<file path="config.mk">
export PLATFORM = sky130hd
export DESIGN_NAME = xalu_front
export DESIGN_NICKNAME = d
export VERILOG_FILES = /design/src/design/xalu_pkg.sv /design/src/design/xalu_front.sv
export SDC_FILE = /design/constraint.sdc
export NUM_CORES = 1
export LEC_CHECK = 0
export BUFFER_PORTS_ARGS = -buffer_cell sky130_fd_sc_hd__buf_2
export CAP_MARGIN = 20
export CORE_UTILIZATION = 45
export CTS_CLUSTER_DIAMETER = 30
export CTS_CLUSTER_SIZE = 28
export DETAILED_ROUTE_END_ITERATION = 7
export PLACE_DENSITY = 0.82
export SLEW_MARGIN = 20
export SYNTH_ARGS = -nofsm -noshare
export SYNTH_HDL_FRONTEND = slang
export SYNTH_SLANG_ARGS = --single-unit
</file>
<file path="constraint.sdc">
create_clock -name clock -period 4.9 [get_ports clock]
set_clock_uncertainty 0.2 [all_clocks]
set_input_delay 0 -clock clock [delete_from_list [all_inputs] [get_ports clock]]
set_output_delay 0 -clock clock [all_outputs]
set_load 0.02 [all_outputs]
</file>
<file path="src/design/xalu_pkg.sv">
// Shared types, operation codes and helpers for the integer ALU with flags.
// Used by the front end, the queue, the execution unit and the top level.
package xalu_pkg;

   localparam int unsigned QueueDepth = 2;

   localparam logic [4:0] KIND_ADD  = 5'd0;
   localparam logic [4:0] KIND_ADC  = 5'd1;
   localparam logic [4:0] KIND_SUB  = 5'd2;
   localparam logic [4:0] KIND_SBB  = 5'd3;
   localparam logic [4:0] KIND_MUL  = 5'd4;
   localparam logic [4:0] KIND_IMUL = 5'd5;
   localparam logic [4:0] KIND_DIV  = 5'd6;
   localparam logic [4:0] KIND_IDIV = 5'd7;
   localparam logic [4:0] KIND_MOD  = 5'd8;
   localparam logic [4:0] KIND_IMOD = 5'd9;
   localparam logic [4:0] KIND_AND  = 5'd10;
   localparam logic [4:0] KIND_XOR  = 5'd11;
   localparam logic [4:0] KIND_OR   = 5'd12;
   localparam logic [4:0] KIND_SHL  = 5'd13;
   localparam logic [4:0] KIND_SHR  = 5'd14;
   localparam logic [4:0] KIND_SAR  = 5'd15;
   localparam logic [4:0] KIND_SAL  = 5'd16;

   // Operation class decided by the front end.
   localparam logic [2:0] CLS_ARITH = 3'd0;
   localparam logic [2:0] CLS_MUL   = 3'd1;
   localparam logic [2:0] CLS_DIV   = 3'd2;
   localparam logic [2:0] CLS_LOGIC = 3'd3;
   localparam logic [2:0] CLS_SHIFT = 3'd4;
   localparam logic [2:0] CLS_NONE  = 3'd5;

   typedef struct packed {
      logic [4:0]  kind;
      logic [2:0]  cls;
      logic [5:0]  w;        // operand width in bits: 8, 16 or 32
      logic [31:0] src;      // masked to the width, except a shift count, which is kept raw
      logic [63:0] dest;     // masked to the width, or to twice it for divides
   } op_type;

   typedef struct packed {
      logic [63:0] result;
      logic [4:0]  flags;
      logic        derr;
   } res_type;

   function automatic logic [63:0] mask64(input logic [6:0] bits);
      mask64 = (bits >= 7'd64) ? '1 : ((64'd1 << bits) - 64'd1);
   endfunction

   function automatic logic [63:0] sext64(input logic [63:0] x, input logic [6:0] bits);
      logic [63:0] m;
      m = mask64(bits);
      sext64 = (x & m) | ((bits < 7'd64 && x[bits[5:0] - 6'd1]) ? ~m : 64'd0);
   endfunction

endpackage

</file>
<file path="src/design/xalu_front.sv">
// Front end: accepts a transaction, classifies the operation and masks operands.
// Depends on xalu_pkg.
module xalu_front (
   input  logic               clock,
   input  logic               reset,
   input  logic               req_valid,
   output logic               req_ready,
   input  logic [4:0]         req_kind,
   input  logic [1:0]         req_width_sel,
   input  logic [31:0]        req_src_value,
   input  logic [63:0]        req_dest_value,
   output logic               op_valid,
   input  logic               op_ready,
   output xalu_pkg::op_type   op
);
   logic             valid_ff, valid_in;
   xalu_pkg::op_type op_ff, op_in;
   logic [5:0]       w;
   logic [63:0]      m;

   assign req_ready = !valid_ff || op_ready;
   assign op_valid  = valid_ff;
   assign op        = op_ff;

   always_comb begin
      unique case (req_width_sel)
         2'd0:    w = 6'd8;
         2'd1:    w = 6'd16;
         default: w = 6'd32;
      endcase
      m = xalu_pkg::mask64({1'b0, w});
      op_in.kind = req_kind;
      op_in.w    = w;
      priority if (req_kind <= xalu_pkg::KIND_SBB) op_in.cls = xalu_pkg::CLS_ARITH;
      else if (req_kind <= xalu_pkg::KIND_IMUL)    op_in.cls = xalu_pkg::CLS_MUL;
      else if (req_kind <= xalu_pkg::KIND_IMOD)    op_in.cls = xalu_pkg::CLS_DIV;
      else if (req_kind <= xalu_pkg::KIND_OR)      op_in.cls = xalu_pkg::CLS_LOGIC;
      else if (req_kind <= xalu_pkg::KIND_SAL)     op_in.cls = xalu_pkg::CLS_SHIFT;
      else                                         op_in.cls = xalu_pkg::CLS_NONE;
      op_in.src  = req_src_value;
      // Shifts need the raw count; everything else sees the masked source.
      if (op_in.cls != xalu_pkg::CLS_SHIFT) op_in.src = req_src_value & m[31:0];
      op_in.dest = (op_in.cls == xalu_pkg::CLS_DIV)
                   ? (req_dest_value & xalu_pkg::mask64({w, 1'b0}))
                   : (req_dest_value & m);
      valid_in = valid_ff;
      if (op_ready) valid_in = 1'b0;
      if (req_valid && req_ready) valid_in = 1'b1;
   end

   always_ff @(posedge clock) begin
      if (reset) valid_ff <= 1'b0;
      else       valid_ff <= valid_in;
      if (req_valid && req_ready) op_ff <= op_in;
   end
endmodule

</file>
==> results of run 1 <==
## kinds of logic after synthesis
group           after synthesis  share of synthesized area
buf+inv                      32                     0.0361
flops                       108                      0.758
fa+ha+maj                     3                    0.00880
other cells                   1                   0.000879
mux                           1                    0.00235
simple gates                 94                      0.132
compound gates               34                     0.0616
## per-stage QoR
| stage | hold WS [ps] | std cells | util |
|---|---|---|---|
| floorplan | -131 | 275 | - |
| detailed placement | -39.5 | 574 | 0.583 |
| global placement | -44.6 | 574 | 0.583 |
==> impl_metrics.tcl, run 1 <==
set metrics [dict create \
    status "stopped before the end" \
    failing_step "clock tree synthesis" \
    stop_error "[ERROR RSZ-0060] Max buffer count reached." \
    dpl_cell_area_mm2 0.00536 \
    ioPinCount 219 \
    cts.sinks 108 \
    dp.final_hpwl_mm 6.75 \
    htree_levels 3 \
    ys_ff_latch 108 \
    cts_resized 0 \
    synth_cells 273 \
    yosys_most_used_dff "edfxtp_1" \
    ctsHoldBuffers 119 \
    cts_setup_buffers 0 \
    portBuffers 215 \
    root_buffer "clkbuf_8" \
    place_worst_setup_slack_ps 2520 \
    synthTopCellsByCount "edfxtp_1, and2_1, nand2_1" \
    ys_seq_area_frac 0.758 \
    synth_most_common_cell "edfxtp_1" \
    synth_top_area_share 0.753 \
    rows 35 \
    dieWidth_um 99.4 \
    die_h_um 99.4 \
    clock_path_buffers 2 \
    netlist_area_mm2 0.00427 \
    cts_buffers 9 \
    yosys-top-cells-area "edfxtp_1, and2_1, nor2b_1" \
    synth-warning-count 0 \
    yosys.area.top_type "edfxtp_1" \
    avgSynthCellArea_um2 15.6 \
    async_reset_ff_frac 0 \
    synth_cell_types 37 \
    synth-edff-count 107 \
    gp_congestion 0.751 \
    start_util 0.464 \
]
==> inputs of run 2 (changes only) <==
CORE_UTILIZATION = 40   (was 45)
CTS_CLUSTER_DIAMETER = default   (was 30)
CTS_CLUSTER_SIZE = default   (was 28)
PLACE_DENSITY = default   (was 0.82)
PLACE_DENSITY_LB_ADDON = 0.15   (was default)
==> run 2 against run 1 <==
Effect of this change:
- the flow now finishes without violations
- area after synthesis unchanged
- synthesized cell count unchanged
==> impl_metrics.tcl, run 2 <==
set metrics [dict create \
    path_class "input pin to flip-flop" \
    largest_reg_flops 107 \
    grtUsageTotal 0.201 \
    ioPinCount 219 \
    first_global_vias 3387 \
    p_leak_nw 3.03 \
    status "finished, final reports clean" \
    drive_above_1_share 0.401 \
    layout_common_cells "buf_2, dlygate4sd3_1, edfxtp_1, and2_1, nand2_1" \
    rows 37 \
    synth_cell_types 37 \
    max-slew-margin-rel 0.312 \
    ir_drop_v 0.000162 \
    cts_tree "yes" \
    cp_max_fo 17 \
    fillers 766 \
    antenna_left 0 \
    cp-end-kind "flip-flop" \
    hp-class "input pin to flip-flop" \
    dieWidth_um 105 \
    n_antenna_cell 0 \
    synth_cells 273 \
    tns_ps 0 \
    worstMarginPinSlew_ps 1030 \
    worstPathArrival_ps 2710 \
    routed_wirelength_mm 11.0 \
    mostFrequentLayoutCell "buf_2" \
    setup_slack_ps 2110 \
    hold_viol 0 \
    required_ps 4820 \
    p_per_area_mw_per_mm2 297 \
    worstSkewPairLatency_ps 360 \
    max_freq_ghz 0.358 \
    gp_congestion 0.765 \
    place_worst_setup_slack_ps 2550 \
    die_h_um 105 \
    start_util 0.413 \
    grt_overflow 0 \
    rr_worst_depth 3 \
    core_mm2 0.0103 \
    ys_ff_latch 108 \
    power_mw 2.03 \
    htree_levels 3 \
    ys_seq_area_frac 0.758 \
    synth_top_area_share 0.753 \
    holdPathStages 3 \
    finish.net_count 706 \
    timing.final.crit_share 0.570 \
    dr.first_iter.drc_count 141 \
    grt_max_degree 63 \
    routedWlPerCell_um 14.9 \
    cts_buffers 9 \
    startpoint_type "input pin" \
    first_pass_iters 4 \
    synth-warning-count 0 \
    synth_most_common_cell "edfxtp_1" \
    syn_to_final_growth_pct 59.8 \
    yosys_most_used_dff "edfxtp_1" \
    clock_path_buffers 2 \
    cap_violations 0 \
    antenna_found_initial 0 \
    setup-violations-final 0 \
    synth-edff-count 107 \
    die_area_mm2 0.0111 \
    cts_resized 0 \
    netlist_area_mm2 0.00427 \
    async_reset_ff_frac 0 \
    synthTopCellsByCount "edfxtp_1, and2_1, nand2_1" \
    yosys-top-cells-area "edfxtp_1, and2_1, nor2b_1" \
    cts.sinks 108 \
    dp.final_hpwl_mm 6.84 \
    portBuffers 215 \
    avgSynthCellArea_um2 15.6 \
    slew_violations 0 \
    vias 3389 \
    period_needed_ps 2790 \
    yosys.area.top_type "edfxtp_1" \
    grt_pass1_wl_mm 17.0 \
    rsz0062_at_grt "false" \
    drc 0 \
    via_per_inst 4.60 \
    clk_pin_slew_ps 100 \
    root_buffer "clkbuf_8" \
]
==> run 2: cell counts after synthesis <==
No cell type changed its count.
==> run 2: cell families (layout without fill, tap and decap cells) <==
group | Yosys count | in the layout | share of synthesized area
AOI/OAI and AO/OA | 34 | 34 | 0.0616
adders and majority gates | 3 | 3 | 0.00880
muxes | 1 | 1 | 0.00235
and+or+nand+nor | 94 | 94 | 0.132
buffers and inverters | 32 | 358 | 0.0361
DFF | 108 | 108 | 0.758
other | 1 | 3 | 0.000879
==> run 2: what timing repair did <==
action | 4_1_cts | 5_1_grt
hold buffers | 121 | 0
hold endpoints to repair | 106 | 0
buffers inserted | 0 | 0
==> run 2: power breakdown <==
part | internal (mW) | leakage [nW] | switching (mW)
combinational | 0.163 | 1.87 | 0.195
sequential | 1.09 | 1.06 | 0.0154
clock | 0.247 | 0.103 | 0.318
==> run 2: metrics by stage <==
stage,hold slack (ps),area [µm²],cells,utilization
after global placement,-44.0,5400,600,0.523
final,36.9,6820,737,0.660
after detailed placement,-33.1,5400,600,0.523
after CTS,19.6,6820,737,0.660
after global routing,56.9,6820,737,0.660
after floorplan,-131,4270,275,-
==> run 2: final cells by class <==
cell class	count	area, µm²	share of cell area
Multi-Input combinational cell	135	888	0.130
Inverter	4	15.0	0.00220
Timing Repair Buffer	338	2300	0.338
Tap cell	136	170	0.0250
Clock inverter	7	83.8	0.0123
Sequential cell	108	3230	0.474
Clock buffer	9	124	0.0182
==> run 2: metal layers <==
layer,global-route usage,part of all wire
met1,0.237,0.39
met5,0,0
met2,0.353,0.50
met3,0.0631,0.092
met4,0.0523,0.012
==> run 2: worst paths after layout <==
path	end	slack, ps	startpoint
setup / recovery	op[30]$_DFFE_PP_	2110	req_kind[4]
setup reg to reg	op[87]$_DFFE_PP_	2550	op_valid$_SDFFE_PP0P_
hold / removal	op[100]$_DFFE_PP_	40	req_width_sel[1]
hold reg to reg	op_valid$_SDFFE_PP0P_	890	op_valid$_SDFFE_PP0P_
==> run 2: worst max-delay path, stage by stage <==
cell and delay, ps:
dlygate4sd3_1 530, buf_2 240, and4bb_2 280, nor2_1 790, o21ai_0 250, dlygate4sd3_1 610
No activity file was read; power rests on OpenSTA's default activity.
