### config.mk
export PLATFORM = sky130hd
export DESIGN_NAME = xalu_queue
export DESIGN_NICKNAME = d
export VERILOG_FILES = /design/src/design/xalu_pkg.sv /design/src/design/xalu_queue.sv
export SDC_FILE = /design/constraint.sdc
export NUM_CORES = 1
export LEC_CHECK = 0
export BUFFER_PORTS_ARGS = -buffer_cell sky130_fd_sc_hd__buf_2
export CAP_MARGIN = 5
export CORE_MARGIN = 5
export CORE_UTILIZATION = 49
export CTS_BUF_LIST = sky130_fd_sc_hd__clkbuf_2 sky130_fd_sc_hd__clkbuf_4 sky130_fd_sc_hd__clkbuf_8
export DETAILED_ROUTE_END_ITERATION = 10
export PLACE_DENSITY = 0.84
export SYNTH_ARGS = -nofsm -noshare
export SYNTH_HDL_FRONTEND = slang
export SYNTH_SLANG_ARGS = --single-unit
### constraint.sdc
create_clock -name clock -period 3.4 [get_ports clock]
set_input_delay 0.51 -clock clock [delete_from_list [all_inputs] [get_ports clock]]
set_output_delay 0.51 -clock clock [all_outputs]
set_load 0.03 [all_outputs]
### src/design/xalu_pkg.sv
// Shared types, operation codes and helpers for the integer ALU with flags.
// Used by the front end, the queue, the execution unit and the top level.
package xalu_pkg;

   localparam int unsigned QueueDepth = 2;

   localparam logic [4:0] KIND_ADD  = 5'd0;
   localparam logic [4:0] KIND_ADC  = 5'd1;
   localparam logic [4:0] KIND_SUB  = 5'd2;
   localparam logic [4:0] KIND_SBB  = 5'd3;
   localparam logic [4:0] KIND_MUL  = 5'd4;
   localparam logic [4:0] KIND_IMUL = 5'd5;
   localparam logic [4:0] KIND_DIV  = 5'd6;
   localparam logic [4:0] KIND_IDIV = 5'd7;
   localparam logic [4:0] KIND_MOD  = 5'd8;
   localparam logic [4:0] KIND_IMOD = 5'd9;
   localparam logic [4:0] KIND_AND  = 5'd10;
   localparam logic [4:0] KIND_XOR  = 5'd11;
   localparam logic [4:0] KIND_OR   = 5'd12;
   localparam logic [4:0] KIND_SHL  = 5'd13;
   localparam logic [4:0] KIND_SHR  = 5'd14;
   localparam logic [4:0] KIND_SAR  = 5'd15;
   localparam logic [4:0] KIND_SAL  = 5'd16;

   // Operation class decided by the front end.
   localparam logic [2:0] CLS_ARITH = 3'd0;
   localparam logic [2:0] CLS_MUL   = 3'd1;
   localparam logic [2:0] CLS_DIV   = 3'd2;
   localparam logic [2:0] CLS_LOGIC = 3'd3;
   localparam logic [2:0] CLS_SHIFT = 3'd4;
   localparam logic [2:0] CLS_NONE  = 3'd5;

   typedef struct packed {
      logic [4:0]  kind;
      logic [2:0]  cls;
      logic [5:0]  w;        // operand width in bits: 8, 16 or 32
      logic [31:0] src;      // masked to the width, except a shift count, which is kept raw
      logic [63:0] dest;     // masked to the width, or to twice it for divides
   } op_type;

   typedef struct packed {
      logic [63:0] result;
      logic [4:0]  flags;
      logic        derr;
   } res_type;

   function automatic logic [63:0] mask64(input logic [6:0] bits);
      mask64 = (bits >= 7'd64) ? '1 : ((64'd1 << bits) - 64'd1);
   endfunction

   function automatic logic [63:0] sext64(input logic [63:0] x, input logic [6:0] bits);
      logic [63:0] m;
      m = mask64(bits);
      sext64 = (x & m) | ((bits < 7'd64 && x[bits[5:0] - 6'd1]) ? ~m : 64'd0);
   endfunction

endpackage

### src/design/xalu_queue.sv
// Short FIFO of classified operations between the front end and the execution unit.
// Depends on xalu_pkg.
module xalu_queue #(
   parameter int unsigned Depth = xalu_pkg::QueueDepth
) (
   input  logic             clock,
   input  logic             reset,
   input  logic             in_valid,
   output logic             in_ready,
   input  xalu_pkg::op_type in_op,
   output logic             out_valid,
   input  logic             out_ready,
   output xalu_pkg::op_type out_op
);
   localparam int unsigned AW = (Depth > 1) ? $clog2(Depth) : 1;
   xalu_pkg::op_type        mem_ff [Depth];
   logic [AW-1:0]           wp_ff, rp_ff;
   logic [$clog2(Depth+1)-1:0] cnt_ff;
   logic                    push, pop;

   assign in_ready  = cnt_ff != Depth[$clog2(Depth+1)-1:0];
   assign out_valid = cnt_ff != '0;
   assign out_op    = mem_ff[rp_ff];
   assign push      = in_valid && in_ready;
   assign pop       = out_valid && out_ready;

   always_ff @(posedge clock) begin
      if (reset) begin
         wp_ff  <= '0;
         rp_ff  <= '0;
         cnt_ff <= '0;
      end else begin
         if (push) wp_ff <= (wp_ff == AW'(Depth - 1)) ? '0 : wp_ff + 1'b1;
         if (pop)  rp_ff <= (rp_ff == AW'(Depth - 1)) ? '0 : rp_ff + 1'b1;
         if (push && !pop) cnt_ff <= cnt_ff + 1'b1;
         else if (pop && !push) cnt_ff <= cnt_ff - 1'b1;
      end
      if (push) mem_ff[wp_ff] <= in_op;
   end

   a_no_overflow: assert property (@(posedge clock) disable iff (reset)
      cnt_ff <= Depth) else $error("queue count overflow");
   a_push_count: assert property (@(posedge clock) disable iff (reset)
      push && !pop |=> cnt_ff == $past(cnt_ff) + 1'b1) else $error("push lost");
   a_pop_count: assert property (@(posedge clock) disable iff (reset)
      pop && !push |=> cnt_ff == $past(cnt_ff) - 1'b1) else $error("pop lost");
endmodule

* Word level (Yosys, flattened, before mapping)
Memories as Yosys holds them, arrays and structs flattened. A register that Yosys moved wholly into a read port is not among the register bits. Cells that the tools add are included.
Word-level totals: register bits 4, bits in writable memories 220, output and inout bits 112, memories 1
Cells by class: add/subtract/negate cells 4, equality and inequality tests 1, muxes and demuxes 8, reduce and logical (&&, ||, !) cells 8
Memory list:
- mem_ff | words 2, width 110, rd ports 1, clocked after memory_dff 1, wr ports 1, RTL line xalu_queue.sv:16 | xalu_pkg::op_type mem_ff [Depth];
Operators by type and width (number):
- 1-bit two-way mux | 6
- 1-bit logical AND | 4
- 2-bit two-way mux | 2
- 2-bit nonzero test | 2
- 1-bit adder, second input constant | 2
- 2-bit by 1-bit adder with 2-bit output, second input constant | 1
- 1-bit zero test | 2
- 2-bit != test, second input constant | 1
- 2-bit by 1-bit subtractor with 2-bit output, second input constant | 1

* Depth between registers and ports, before layout
Gate-level depths: netlist of the first run.
word-level depth 6, depth in mapped cells 6, depth with buffers taken out 6

* Worst setup path before layout of the first run
Ideal clock, no wire load.
path type register to register, start reg cnt_ff[0], end mem mem_ff[1][0] (netlist name) (enable), arrival 3.404 ns, slack -0.487 ns, cell stages (with the launch flop) 3, period minus slack after synthesis 3.887 ns, cell sequence dfxtp_1 nand2b_1 and3_1
On the way: word-level cells in the longest chain between the ends 4
Ends and longest elaborated chain:
- start: declaration | RTL line xalu_queue.sv:18 | logic [$clog2(Depth+1)-1:0] cnt_ff;
- start signal: assignment | RTL line xalu_queue.sv:35 | if (push && !pop) cnt_ff <= cnt_ff + 1'b1;
- start signal: assignment | RTL line xalu_queue.sv:36 | else if (pop && !push) cnt_ff <= cnt_ff - 1'b1;
- 2-bit != test | RTL line xalu_queue.sv:21 | assign in_ready = cnt_ff != Depth[$clog2(Depth+1)-1:0];
- via in_ready | RTL line xalu_queue.sv:9 | output logic in_ready,
- 1-bit logical AND | RTL line xalu_queue.sv:24 | assign push = in_valid && in_ready;
- 1-bit two-way mux | RTL line xalu_queue.sv:38 | if (push) mem_ff[wp_ff] <= in_op;
- 1-bit two-way mux (not written as such) | RTL line xalu_queue.sv:38
- end: declaration | RTL line xalu_queue.sv:16
The timed path passes the listed nets, and every way through them passes these cells.

==> run summary, run 1 <==
Xor/xnor share of the synthesized area - 0.321%
Fin crit share - 76.6%
Combinational family with the most area after synthesis - multiplexers
Setup bufs post-CTS - 0
Worst slew pin tran - 0.761 ns
First-pass GRT wire length - 24.2 mm
Clk pin slew, worst setup/hold paths - 0.06 ns
Adder-cell area share of the yosys netlist - 0.153%
Die Y - 139 µm
Critical path class - register to output pin
Slowest stage delay, CP - 0.51 ns
Final WL - 15.6 mm
Mapped cell area - 0.00819 mm²
Core area - 0.0165 mm²
Pre-antenna DRT Iters - 4
Setup TNS - 0 ns
Worst EP required - 2.89 ns
Critical path, cell by cell - buf_4 -> mux2_2 -> buf_2
Seq/Total Area, Yosys - 81.9%
Tmin final - 2.60 ns
CTS Buf Count - 37
Number of synthesized flops with an enable pin - 220
HPWL after DPL - 10.6 mm
CTS tree - done
Maximum vdd drop - 501 µV
Layout area overhead - 25.5%
Gp weighted congestion - 0.760
Routed WL per cell - 17.8 µm
Simple-gate share of the synthesized area - 0.611%
Clk_lat worst skew - 0.50 ns
Die ar. - 0.0194 mm²
#FFs+latches synth - 225
Mux share of post-synthesis cell area - 15.1%
Largest net degree at the start of global routing - 57
Via count - 4245
Rows - 47
Max-slew violation count - 0
Fin. Hold Viols - 0
Post_cts resized - 0
Clock root cell - clkbuf_8
Finished Core Util - 62.4%
Avg Cell Area, Syn - 22.4 µm²
Critical path arrival - 2.09 ns
Mapped Nets - 481
Status - finished, final reports clean
Layout cells sized above 1 - 61.7%
Worst Path Max Fanout - 38
Slowest cell on the critical path - dfxtp_4
Clk sinks - 225
PortBufs - 225
Max-capacitance violation count - 0
Synth unique cells - 19
Vias in the first global route - 4780
Max Fclk - 0.384 GHz
Slew HR - 49.3%
Drt initial violations - 175
Setup-violating endpoint count in the final report - 0
Hold_buf cts - 0
Pwr/cell area - 799 mW/mm²
Chip Width - 139 µm
Critical Path Start Type - register
Ys flop type - edfxtp_1
Worst-case clock buffer depth - 3
Kind of end point of the critical path - output pin
H-tree depth - 2
Max Clock Skew - 0.0108 ns
FFs w/ async S/R, synth - 0%
Nets@finish - 739
Grt total ovfl - 0
DRC violations left - 0
Syn Inst Count - 366
Antenna violations before repair - 1
Via-per-instance ratio - 4.86
Post-DRT Antenna Nets - 0
I/O Pins - 226
Worst min path class - input port to register
Initial core utilization - 49.8%
Warning count from the yosys run - 0
Lkg Pwr - 3.85 nW
Overall Global Routing Usage - 15.6%
RSZ-0062 raised after global routing - false
Compound-Gate Fraction of Synth Area - 0.367%
final timing paths:
path	start	end	slack, ns	cells past startpoint
min reg2reg	rp_ff	register	0.50	2
max	register	out_op[2]	0.80	3
min	in_op[33]	mem_ff[1][33]	0.20	1
max reg2reg	cnt_ff[0]	mem_ff[1][39]	1.47	3
power by group:
group / switching, mW / internal, mW
clock: 0.974 / 1.26
sequential: 0.115 / 3.47
combinational: 1.57 / 0.825
total: 2.66 / 5.56
synthesized netlist by cell type (2+ instances only):
master      n  area, µm²
edfxtp_1  220       6610
mux2_2    110       1240
buf_6      10        113
dfxtp_1     5        100
nor2_1      3       11.3
xor2_1      3       26.3
a21oi_1     2       10.0
o21ai_0     2       10.0
routing by layer:
layer / vias up / track usage [%] / share of wire, %
li1: 1983 / - / -
met1: 2072 / 17.2 / 37
met2: 165 / 27.8 / 53
met3: 25 / 5.49 / 8.6
met4: 0 / 6.02 / 2.1
met5: - / 0 / 0
registers in the layout, indices dropped and copies added, names as in the netlist, named ones only:
name	flops
rp_ff	1
mem_ff	220
cnt_ff	2
wp_ff	1
cell families (layout without fill, tap and decap cells):
| kind of cell | Yosys count | after routing |
|---|---|---|
| flops | 225 | 225 |
| fa+ha+maj | 1 | 1 |
| other cells | 0 | 1 |
| xor+xnor | 3 | 3 |
| buf+inv | 13 | 299 |
| mux | 110 | 110 |
| simple gates | 9 | 9 |
| compound gates | 5 | 5 |
worst max-delay path, delay by kind of cell (launching register included):
family | cells | cell delay (ns)
multiplexers | 1 | 0.41
buffers and inverters | 2 | 0.65
flip-flops | 1 | 0.51
final cells by class:
| class | count | area (µm²) |
|---|---|---|
| Sequential cell | 225 | 6710 |
| Fill cell | 1206 | 6180 |
| Multi-Input combinational cell | 128 | 1360 |
| Timing Repair Buffer | 231 | 1200 |
| Clock buffer | 48 | 617 |
| Tap cell | 220 | 275 |
| Clock inverter | 19 | 111 |
| Inverter | 1 | 7.51 |
| Antenna cell | 1 | 2.50 |
cell usage in the layout (no fill, tap or decap), drive strengths merged:
master,n
a21bo,1
a21oi,2
and2,1
and3,1
buf,231
bufinv,1
clkbuf,48
clkinv,16
clkinvlp,3
dfxtp,5
diode,1
edfxtp,220
ha,1
mux2,110
nand2b,1
nand3b,1
nor2,3
o21ai,2
or2,1
or3,1
xor2,3
metrics by stage:
stage / hold slack, ns / cell area (µm²) / setup slack, ns / instances / total power, mW
finish: 0.198 / 10300 / 0.796 / 873 / 8.22
CTS: 0.152 / 10300 / 0.743 / 872 / 8.33
detailed placement: 0.502 / 9550 / 1.29 / 805 / 6.06
global route: 0.160 / 10300 / 0.690 / 873 / 8.58
floorplan: 0.471 / 8200 / 0.477 / 366 / 5.44
global placement: 0.486 / 9550 / 1.33 / 805 / 5.99
(Power assumes the default switching activity.)
==> run 2, diff against run 1 <==
- ABC_AREA: not set -> 1
- clock period: 3.4 -> 2.15 ns (I/O delays scaled with it)
==> run 2 against run 1 <==
Against the previous run:
- worst hold slack got worse by 0.16 ns
- cell count rose by 15%
- synthesized area rose by 5.9%
- sequential cell count did not move
- synthesized cell count rose by 3.6%
- wire length rose by 26%
- clock power rose by 58%
- clock skew rose by 0.0076 ns
- die area rose by 5.5%
- critical path type unchanged
- count of clock-buffer cells in the layout rose by 3
- non-clock buffer count rose by 117
- first-iteration DRC count rose by 19%
==> run summary, run 2 <==
CTS tree - done
Number of synthesized flops with an enable pin - 220 (unchanged)
Reg with most FFs - mem_ff
PortBufs - 225 (unchanged)
Antenna violations before repair - 1 (unchanged)
Fin crit share - 96.2%
Worst EP required - 1.83 ns (-1.06 ns)
Met2 wire len - 10.7 mm (+30%)
Clk_lat worst skew - 0.51 ns (about the same)
Mapped cell area - 0.00868 mm² (+5.9%)
Post-DRT Antenna Nets - 0 (unchanged)
HPWL after DPL - 11.2 mm (+5.0%)
Slew HR - 74.9% (+26 points)
Register area - 0.00671 mm² (about the same)
Hold path start - in_op[12]
Max-slew violation count - 0 (unchanged)
Warning count from the yosys run - 0 (unchanged)
Core area - 0.0174 mm² (+5.4%)
Tmin final - 2.07 ns
Critical path class - register to output pin
First-pass GRT wire length - 28.4 mm (+17%)
Via-per-instance ratio - 4.87 (+0.19%)
Chip Width - 143 µm (+2.7%)
Worst Path Max Fanout - 10 (-74%)
Met1 WL - 7.11 mm (+24%)
Worst slew pin tran - 0.377 ns (-0.384 ns)
Via count - 4906 (+16%)
Biggest regs - mem_ff (220), cnt_ff (2)
Nets@finish - 869 (+18%)
Most frequent cells in the layout - buf_2 (225), edfxtp_1 (220), dlygate4sd3_1 (108)
Largest cells by area after synthesis - edfxtp_1 (76%), mux2_4 (17%), buf_12 (2.3%)
Status - finished, final reports clean
Clock root cell - clkbuf_8
Critical path arrival - 1.75 ns (-0.34 ns)
Grt total ovfl - 0 (unchanged)
Fillcell total - 1074 (-11%)
Layout area overhead - 38.2%
Slowest stage delay, CP - 0.37 ns (-0.14 ns)
Slowest cell on the critical path - dfxtp_4
Fin. Hold Viols - 0 (unchanged)
Gp weighted congestion - 0.778 (+2.4%)
Maximum vdd drop - 722 µV (+44%)
Placed Instances - 824 (+2.4%)
Avg Cell Area, Syn - 22.9 µm² (+2.3%)
Kind of end point of the critical path - output pin
CP delay by family, top - buffers and inverters
FF-to-FF End - mem_ff[0][68]
Most common cell in the netlist - edfxtp_1
FF-to-FF setup slack - 0.69 ns (-0.78 ns)
Setup-violating endpoint count in the final report - 0 (unchanged)
Rows - 48 (+2.1%)
WHS Endpoint - mem_ff[1][12]
Power Total - 13.7 mW (+67%)
Post-Layout Cell Count - 1007 (+15%)
Drt initial violations - 208 (+19%)
Max-capacitance violation count - 0 (unchanged)
Overall Global Routing Usage - 18.0% (+2.4 points)
Reg2Reg Depth - 5 (+2)
Routed WL per cell - 19.5 µm (+9.1%)
Placement Cell Area - 0.0100 mm² (+5.0%)
Largest area contributor in the netlist - edfxtp_1
Die Y - 143 µm (+2.7%)
Layout cells sized above 1 - 53.1% (-8.5 points)
Worst-case clock buffer depth - 3 (unchanged)
CTS Buf Count - 37 (unchanged)
Pwr/cell area - 1150 mW/mm² (+43%)
Syn Inst Count - 379 (+3.6%)
Max Fclk - 0.483 GHz
Initial core utilization - 50.0% (+0.23 points)
Vias in the first global route - 5486 (+15%)
I/O Pins - 226 (unchanged)
Multi-input logic area - 0.00175 mm² (+29%)
Synth unique cells - 15 (-4)
Commonest non-fill, non-tap cell in the layout - buf_2
Crit path buf inv count - 3 (+1)
Worst min path class - input port to register
Clk sinks - 225 (unchanged)
Setup TNS - 0 ns (unchanged)
Clk pin slew, worst setup/hold paths - 0.06 ns (about the same)
Fin area - 0.0120 mm² (+17%)
Final WL - 19.6 mm (+26%)
Met3 WL - 1.30 mm (-3.8%)
Ys flop type - edfxtp_1
Critical path, cell by cell - buf_4 -> buf_16 -> mux2_2 -> buf_2
Synth top area share - 76.1% (-4.5 points)
Highest routed metal layer - met4
Top post-synthesis cells by count - edfxtp_1 (220), mux2_4 (100), buf_12 (10), mux2_2 (10), nand2_1 (9)
Seq/Total Area, Yosys - 77.3% (-4.6 points)
Pre-antenna DRT Iters - 4 (unchanged)
#FFs+latches synth - 225 (unchanged)
Hold depth - 1 (unchanged)
Critical R2R Launch - cnt_ff[0]
RSZ-0062 raised after global routing - false
Finished Core Util - 69.1% (+6.6 points)
Lkg Pwr - 4.80 nW (+25%)
FFs w/ async S/R, synth - 0% (unchanged)
Critical Path Start Type - register
Mapped Nets - 494 (+2.7%)
Largest net degree at the start of global routing - 65 (+14%)
H-tree depth - 2 (unchanged)
DRC violations left - 0 (unchanged)
Max reg flops - 220 (unchanged)
Max Clock Skew - 0.0184 ns (+0.00764 ns)
Die ar. - 0.0205 mm² (+5.5%)
run 2: final cells by class:
type                    instances  area share [%]
well taps                     225            2.35
inverters                       8           0.250
diodes                          1          0.0209
flip-flops and latches        225            56.0
clock buffers                  51            5.28
multi-input cells             134            14.6
clock inverters                15           0.595
repair buffers                348            20.9
run 2: worst register-to-register path, delay by kind of cell, from the launching register on:
kind                   cells  cell delay [ns]
buffers and inverters      2             0.39
DFF                        1             0.34
and+or+nand+nor            3             0.33
run 2: power breakdown:
group | internal, mW | leakage [nW] | switching, mW
registers | 5.55 | 2.09 | 0.182
clock network | 1.91 | 0.375 | 1.62
logic | 1.84 | 2.33 | 2.63
run 2: how the worst max path moves through the flow:
stage                          from           end  slack [ns]  depth (start not counted)
after CTS                  register   out_op[109]       0.001                          3
after global placement     register    out_op[77]        0.56                          3
after detailed placement   register    out_op[54]        0.50                          3
final                      register   out_op[105]        0.08                          4
after global routing       register   out_op[105]      0.0005                          4
after floorplan           cnt_ff[0]  mem_ff[0][0]       -0.49                          4
run 2: metal layers:
layer / up-vias / global-route usage (%)
li1: 2244 / -
met4: 0 / 6.75
met1: 2425 / 19.7
met3: 46 / 4.89
met5: - / 0
met2: 191 / 33.4
run 2: through the flow:
step | hold slack [ns] | setup WS [ns]
finish | 0.0375 | 0.0808
global route | 0.00272 | 0.000534
CTS | 0.0000534 | 0.00118
detailed placement | 0.495 | 0.503
global placement | 0.484 | 0.561
floorplan | 0.421 | -0.489
run 2: kinds of logic after synthesis:
kind of cell	count (synthesis)	share of synthesized area [%]
fa+ha+maj	1	0.144
simple gates	19	0.880
buf+inv	20	2.84
mux	110	18.6
flops	225	77.3
compound gates	4	0.231
run 2: repair_timing:
action | in CTS | in global routing
hold buffers | 107 | 1
endpoints found under the setup margin | 26 | 10
setup buffers | 0 | 3
hold endpoints to repair | 212 | 1
gates cloned | 0 | 5
pin swaps | 0 | 0
resized for setup | 1 | 4
